==> src/sv/ddo_pkg.sv <==
// Shared types, constants and the arctangent table for the odometry block.
package ddo_pkg;

  localparam int RingDepthDefault   = 5;
  localparam int CordicStepsDefault = 16;

  localparam logic signed [31:0] KinvQ30 = 32'sd652032874;

  localparam logic [31:0] RightScaleReset = 32'd16777216;
  localparam logic [31:0] LeftScaleReset  = 32'd16777216;
  localparam logic [31:0] TurnGainReset   = 32'd0;
  localparam logic [15:0] SampleRateReset = 16'd100;

  typedef enum logic [1:0] {
    REG_RIGHT_SCALE = 2'd0,
    REG_LEFT_SCALE  = 2'd1,
    REG_TURN_GAIN   = 2'd2,
    REG_SAMPLE_RATE = 2'd3
  } reg_idx_e;

  typedef enum logic [3:0] {
    OP_NONE,
    OP_MUL_R,
    OP_MUL_L,
    OP_STEP,
    OP_RING,
    OP_AVG,
    OP_AVG2,
    OP_AVG3,
    OP_HEAD,
    OP_HACC,
    OP_CINIT,
    OP_CITER,
    OP_POS,
    OP_SPD_T,
    OP_SPD_R,
    OP_SPD_L
  } op_e;

  typedef struct packed {
    op_e        op;
    logic [4:0] iter;
  } dp_cmd_t;

  function automatic logic [31:0] atan_lut(input logic [4:0] i);
    logic [31:0] r;
    case (i)
      5'd0: r = 32'd536870912;  5'd1: r = 32'd316933406;
      5'd2: r = 32'd167458907;  5'd3: r = 32'd85004756;
      5'd4: r = 32'd42667331;   5'd5: r = 32'd21354465;
      5'd6: r = 32'd10679838;   5'd7: r = 32'd5340245;
      5'd8: r = 32'd2670163;    5'd9: r = 32'd1335087;
      5'd10: r = 32'd667544;    5'd11: r = 32'd333772;
      5'd12: r = 32'd166886;    5'd13: r = 32'd83443;
      5'd14: r = 32'd41722;     5'd15: r = 32'd20861;
      5'd16: r = 32'd10430;     5'd17: r = 32'd5215;
      5'd18: r = 32'd2608;      5'd19: r = 32'd1304;
      5'd20: r = 32'd652;       5'd21: r = 32'd326;
      5'd22: r = 32'd163;       5'd23: r = 32'd81;
      5'd24: r = 32'd41;        5'd25: r = 32'd20;
      5'd26: r = 32'd10;        5'd27: r = 32'd5;
      5'd28: r = 32'd3;         5'd29: r = 32'd1;
      5'd30: r = 32'd1;         default: r = 32'd0;
    endcase
    return r;
  endfunction

endpackage

==> src/sv/ddo_ctrl.sv <==
// Sequencing state machine that steps the odometry datapath through one sample.
module ddo_ctrl (
  input  logic             clk_i,
  input  logic             rst_ni,
  input  logic             in_valid_i,
  output logic             in_stall_o,
  output logic             out_valid_o,
  input  logic             out_stall_i,
  output logic             load_o,
  output logic             pub_o,
  output ddo_pkg::dp_cmd_t cmd_o
);
  import ddo_pkg::*;

  parameter int CordicSteps = CordicStepsDefault;

  typedef enum logic [1:0] {S_IDLE, S_RUN, S_DONE} state_e;

  state_e     state_q;
  op_e        op_q;
  logic [4:0] iter_q;
  logic       out_valid_q;

  localparam logic [4:0] LastIter = 5'(CordicSteps - 1);

  assign in_stall_o  = (state_q != S_IDLE);
  assign load_o      = in_valid_i && (state_q == S_IDLE);
  assign pub_o       = (state_q == S_DONE) && (!out_valid_q || !out_stall_i);
  assign out_valid_o = out_valid_q;
  assign cmd_o.op    = (state_q == S_RUN) ? op_q : OP_NONE;
  assign cmd_o.iter  = iter_q;

  always_ff @(posedge clk_i or negedge rst_ni) begin
    if (!rst_ni) begin
      state_q     <= S_IDLE;
      op_q        <= OP_NONE;
      iter_q      <= '0;
      out_valid_q <= 1'b0;
    end else begin
      if (out_valid_q && !out_stall_i) begin
        out_valid_q <= 1'b0;
      end
      case (state_q)
        S_IDLE: begin
          if (in_valid_i) begin
            state_q <= S_RUN;
            op_q    <= OP_MUL_R;
          end
        end
        S_RUN: begin
          case (op_q)
            OP_MUL_R: op_q <= OP_MUL_L;
            OP_MUL_L: op_q <= OP_STEP;
            OP_STEP:  op_q <= OP_RING;
            OP_RING:  op_q <= OP_AVG;
            OP_AVG:   op_q <= OP_AVG2;
            OP_AVG2:  op_q <= OP_AVG3;
            OP_AVG3:  op_q <= OP_HEAD;
            OP_HEAD:  op_q <= OP_HACC;
            OP_HACC:  op_q <= OP_CINIT;
            OP_CINIT: begin
              op_q   <= OP_CITER;
              iter_q <= '0;
            end
            OP_CITER: begin
              if (iter_q == LastIter) begin
                op_q <= OP_POS;
              end else begin
                iter_q <= iter_q + 5'd1;
              end
            end
            OP_POS:   op_q <= OP_SPD_T;
            OP_SPD_T: op_q <= OP_SPD_R;
            OP_SPD_R: op_q <= OP_SPD_L;
            default: begin
              op_q    <= OP_NONE;
              state_q <= S_DONE;
            end
          endcase
        end
        S_DONE: begin
          if (!out_valid_q || !out_stall_i) begin
            out_valid_q <= 1'b1;
            state_q     <= S_IDLE;
          end
        end
        default: state_q <= S_IDLE;
      endcase
    end
  end
endmodule

==> config.mk <==
export PLATFORM = sky130hd
export DESIGN_NAME = ddo_ctrl
export DESIGN_NICKNAME = d
export VERILOG_FILES = /design/src/sv/ddo_pkg.sv /design/src/sv/ddo_ctrl.sv
export SDC_FILE = /design/constraint.sdc
export NUM_CORES = 1
export LEC_CHECK = 0
export ABC_AREA = 1
export BUFFER_PORTS_ARGS = -buffer_cell sky130_fd_sc_hd__buf_2
export CAP_MARGIN = 0
export CELL_PAD_IN_SITES_DETAIL_PLACEMENT = 1
export CELL_PAD_IN_SITES_GLOBAL_PLACEMENT = 1
export CORE_MARGIN = 2
export CORE_UTILIZATION = 39
export CTS_BUF_LIST = sky130_fd_sc_hd__clkbuf_4 sky130_fd_sc_hd__clkbuf_8
export CTS_CLUSTER_DIAMETER = 150
export CTS_CLUSTER_SIZE = 25
export DETAILED_ROUTE_END_ITERATION = 8
export MAX_ROUTING_LAYER = met4
export PLACE_DENSITY = 0.8
export SYNTH_ARGS = -nofsm -noshare
export SYNTH_HDL_FRONTEND = slang
export SYNTH_SLANG_ARGS = --single-unit
==> constraint.sdc <==
create_clock -name clk_i -period 2.1 [get_ports clk_i]
set_clock_uncertainty 0.2 [all_clocks]
set_input_delay 0.42 -clock clk_i [delete_from_list [all_inputs] [get_ports clk_i]]
set_output_delay 0.42 -clock clk_i [all_outputs]
set_load 0.05 [all_outputs]
==> metrics.csv, run 1 <==
metric,value,unit
cts.path.max_buffers,2,
start_util,41.2,%
die_h,46.7,um
slew_headroom,81.2,%
peakVddDrop,0.858,mV
cts_num_sinks,12,
postRouteAntennaNets,0,
crit_arrival,1.27,ns
setup_viol,0,
antennaDiodeCount,0,
pwr_density_cell,1600,nW/um^2
post_drt_wl_per_cell,12.4,um
seqCellArea,300,um^2
leakagePower,0.452,nW
holdBufCountCts,1,
fillers,239,
netlist_area,712,um^2
grt_max_degree,13,
min_period,1.89,ns
syn_inst,92,
fmax,529,MHz
grt_overflow_total,0,
timing.rr.start,iter_q[0],
cts_tree,built,
grt_pass1_wl,2950,um
end_kind,output port,
worstHoldEndpoint,out_valid_o,
slew_viol_final,0,
grt_pass1_vias,684,
path_class,reg2out,
dpl.hpwl,1360,um
ios,17,
final_hold_viol_count,0,
chipWidth,46.7,um
dr.pass1.iters,4,
drc,0,
cts_inserted_buffers,3,
grtUsageTotal,20.1,%
vias_per_cell,4.89,
port-buffer-count,16,
min_from,out_stall_i,
worst_slew_pin_slew,0.282,ns
worstReg2RegEnd,op_q[2],
worstPathRequired,1.48,ns
multiInputGateArea,365,um^2
startpoint_type,flop,
maxCapViolations,0,
initialDrtViolationCount,9,
tns,0,ns
status,finished clean,
synth_area_per_cell,7.74,um^2
synth-seq-cells,12,
path_max_fanout,4,
gp_congestion,0.762,
vias,675,
r2r_slack,0.31,ns
yosysWarningCount,0,
fin_nets,120,
clock_latency,0.27,ns
whs,0.218,ns
min_path_type,in2reg,
drive_gt1_share,33.6,%
yosysUniqueCellTypes,21,
r2r_cells,10,
yosysSeqAreaShare,42.2,%
cts.root.buffer_cell,clkbuf_4,
postCtsSetupRepairBufs,0,
rsz0062_at_grt,no,
antenna_found_initial,0,
area_growth,22.5,%
syn_nets,98,
clk_pin_slew,0.09,ns
die_area,2180,um^2
timing.final.crit_share,90.0,%
cts-htree-levels,1,
cts_resized,0,
coreArea,1730,um^2
core.rowCount,15,
routed_wl,1710,um
hold_depth,3,
[cell usage after synthesis]
cell	instances	area share [%]
nand4_1	1	0.88
nor2_1	11	5.8
nand3_1	5	3.5
inv_2	6	3.2
a21oi_2	1	1.2
a21oi_1	2	1.4
o31ai_1	1	1.1
nor2_2	2	1.8
nand2_4	2	3.2
o211ai_1	1	1.1
nand2_1	24	13
nand2_2	3	2.6
dfrtp_1	12	42
nand3b_1	1	1.1
o22ai_1	1	0.88
nor2_4	2	3.2
ha_1	2	3.5
inv_1	7	3.7
nand4_2	1	1.8
xor2_1	1	1.2
o21ai_1	6	4.2
[cells in the final DEF, fill, tap and decap left out]
cell and instances:
clkbuf_8 1, xor2_1 1, nor2_2 3, nand2_4 2, nand4_1 1, buf_2 16
o21ai_1 6, nor2_1 10, a21oi_1 2, ha_1 2, nand2_1 24, nor2_4 2
inv_1 7, nand3_1 5, nand3b_1 1, o22ai_1 1, o31ai_1 1, a21oi_2 1
dlygate4sd3_1 1, o211ai_1 1, inv_2 6, nand4_2 1, dfrtp_1 12, clkbuf_4 3
nand2_2 3
[layout make-up]
cell class | instances | area share (%)
multi-input combinational | 67 | 41.9
sequential | 12 | 34.4
timing repair buffer | 17 | 10.3
inverter | 13 | 5.60
clock buffer | 4 | 4.16
tap | 25 | 3.59
[power breakdown]
part | switching (mW) | total (mW) | internal (mW) | leakage (nW)
sequential | 0.0944 | 0.405 | 0.310 | 0.156
combinational | 0.605 | 0.805 | 0.200 | 0.275
clock | 0.0835 | 0.189 | 0.105 | 0.0210
[cell families after synthesis]
family	after synthesis	share of synthesized area, %
buffers and inverters	13	6.85
flip-flops	12	42.2
adder cells (fa/ha/maj)	2	3.51
AO/OA/AOI/OAI	12	9.84
XOR/XNOR	1	1.23
AND/OR/NAND/NOR	52	36.4
[registers in the layout, indices dropped and copies added (netlist names)]
register and cells:
out_valid_o 1, iter_q 5, state_q 2, op_q 4
[worst max-delay path by stage]
| stage | end | start | cells past startpoint | slack (ns) |
|---|---|---|---|---|
| 6_report | pub_o | state_q[0] | 4 | 0.21 |
| 5_1_grt | pub_o | state_q[0] | 4 | 0.12 |
| 4_1_cts | pub_o | state_q[0] | 4 | 0.20 |
| 3_5_place_dp | op_q[1] | iter_q[0] | 9 | 0.32 |
| 3_3_place_gp | iter_q[4] | iter_q[0] | 8 | 0.39 |
| 2_1_floorplan | pub_o | out_valid_o | 1 | 0.06 |
[through the flow]
step                instance area [um^2]  total power, mW  setup WS [ns]  util, %  instances
floorplan                            714             1.03         0.0577        -         92
global placement                     826             1.19          0.395     47.8        133
detailed placement                   826             1.22          0.324     47.8        133
CTS                                  872             1.41          0.201     50.5        138
global route                         872             1.51          0.115     50.5        138
finish                               872             1.40          0.211     50.5        138
[metal layers]
layer	vias up	global-route usage [%]	share of wire (%)
li1	336	-	-
met1	323	24.8	47
met2	14	32.2	48
met3	2	4.71	3.5
met4	0	6.67	0.88
met5	-	-	0
[critical path, stage by stage, from the launching register on]
cell and delay, ns:
dfrtp_1 0.42, inv_2 0.09, nand2_1 0.09, a21oi_1 0.12, buf_2 0.27
No activity file was read; power rests on OpenSTA's default activity.
==> run 2: changes to the inputs <==
- CORE_UTILIZATION: 39 -> 35
- PLACE_DENSITY: 0.8 -> 0.76
- SKIP_CTS_REPAIR_TIMING: default -> 1
- clock period: 2.1 -> 1.7 ns (I/O delays scaled with it)
==> metrics.csv, run 2 (synthesis results as in run 1) <==
metric,value,unit,change
antennaDiodeCount,0,,unchanged
status,"complete, but fails checks",,
fin_cells,148,,+7.2%
post_drt_wl_per_cell,14.7,um,+19%
dpl.hpwl,1380,um,+1.4%
cp_slowest_stage_delay,0.42,ns,about the same
violations,negative setup slack,,
slew_headroom,81.3,%,+0.13 points
largest_register_ff_count,5,,unchanged
pwr_density_cell,1960,nW/um^2,+22%
grt_max_degree,13,,unchanged
min_period,1.76,ns,
gp_congestion,0.771,,+1.2%
placedCellCount,136,,+2.3%
setup_ws,-0.0639,ns,-0.275 ns
worst_slew_pin_slew,0.280,ns,-0.00193 ns
clk_pin_slew,0.08,ns,about the same
postRouteAntennaNets,0,,unchanged
cts_inserted_buffers,3,,unchanged
fillers,250,,+4.6%
cts_num_sinks,12,,unchanged
maxCapViolations,0,,unchanged
die_h,49.1,um,+5.1%
clock_latency,0.28,ns,about the same
final_cell_mix,"nand2_1, buf_2, dfrtp_1",,
fin_util,53.5,%,+3.0 points
final_hold_viol_count,0,,unchanged
antenna_found_initial,0,,unchanged
top_register,iter_q,,
fmax,567,MHz,
peakVddDrop,0.927,mV,+8.0%
tns,-0.230,ns,-0.230 ns
grtUsageTotal,16.5,%,-3.6 points
path_max_fanout,8,,+4
min_path_type,in2reg,,
area_growth,45.9,%,
drive_gt1_share,48.8,%,+15 points
largestRegisters,"iter_q (5), op_q (4), state_q (2)",,
cts-htree-levels,1,,unchanged
grt_overflow_total,0,,unchanged
rsz0062_at_grt,yes,,
grt_pass1_vias,678,,-0.88%
final_common_cell,nand2_1,,
cts.path.max_buffers,2,,unchanged
timing.final.crit_share,104,%,
startpoint_type,flop,,
slowest_stage,dfrtp_1,,
dr.pass1.iters,4,,unchanged
drc,0,,unchanged
slew_viol_final,0,,unchanged
finalInstanceArea,1040,um^2,+19%
worstPathRequired,1.16,ns,-0.32 ns
initialDrtViolationCount,6,,-3
port-buffer-count,16,,unchanged
ios,17,,unchanged
coreArea,1940,um^2,+12%
vias_per_cell,4.91,,+0.43%
end_kind,output port,,
start_util,36.7,%,-4.6 points
path_class,reg2out,,
setup_viol,5,,+5
placed_area,868,um^2,+5.2%
grt_pass1_wl,2950,um,-0.24%
routed_wl,2180,um,+28%
crit_arrival,1.22,ns,-0.05 ns
fin_nets,128,,+6.7%
cts.root.buffer_cell,clkbuf_4,,
core.rowCount,16,,+1
die_area,2410,um^2,+10%
path_cells,inv_2 > nand2_4 > nor2_4 > buf_8,,
vias,727,,+7.7%
chipWidth,49.1,um,+5.1%
leakagePower,0.492,nW,+8.8%
cts_tree,built,,
## run 2: cell count changes in the layout (fill, tap and decap cells not counted), sizes merged
| cell | change |
|---|---|
| buf | +7 |
| clkbuf | +1 |
## run 2: final timing paths
| check | from | end | slack (ns) | cells after the start |
|---|---|---|---|---|
| worst min register to register | iter_q[4] | iter_q[4] | 0.33 | 2 |
| min in group asynchronous | rst_ni | iter_q[2] | 0.26 | 2 |
| worst max register to register | iter_q[0] | op_q[2] | 0.01 | 10 |
| worst min-delay path | out_stall_i | out_valid_o | 0.13 | 3 |
| worst max-delay path | state_q[1] | cmd_o[6] | -0.06 | 4 |
| max in group asynchronous | rst_ni | op_q[3] | 0.79 | 2 |
## run 2: power breakdown
part	internal, mW	switching [mW]	total (mW)
Clock	0.107	0.104	0.211
Combinational	0.444	0.860	1.30
Sequential	0.390	0.130	0.520
## run 2: metal layers
| metal | track usage (%) | up-vias | wire length, um |
|---|---|---|---|
| met2 | 27.7 | 14 | 1180 |
| met1 | 19.1 | 359 | 909 |
| met4 | 7.14 | 0 | 33 |
| met5 | - | - | 0 |
| li1 | - | 350 | - |
| met3 | 3.07 | 4 | 47 |
## run 2: area by class of cell
| type | count | area (um^2) | area share, % |
|---|---|---|---|
| Multi-Input combinational cell | 67 | 428 | 41.2 |
| Sequential cell | 12 | 304 | 29.3 |
| Timing Repair Buffer | 25 | 194 | 18.7 |
| Inverter | 13 | 48.8 | 4.70 |
| Tap cell | 27 | 33.8 | 3.25 |
| Clock buffer | 4 | 30.0 | 2.89 |
## run 2: per-stage QoR
step / hold WS (ns) / worst slack, ns / power (mW)
6_report: 0.130 / -0.0639 / 2.04
4_1_cts: -0.269 / -0.168 / 1.78
3_3_place_gp: 0.0375 / 0.0591 / 1.53
3_5_place_dp: 0.0360 / 0.0207 / 1.57
2_1_floorplan: -0.156 / -0.0620 / 1.32
5_1_grt: 0.161 / -0.0993 / 2.17
## run 2: critical path: cells and delay by family (launching register included)
family        cells  cell delay (ns)
flops             1             0.42
buf+inv           2             0.25
simple gates      2             0.26
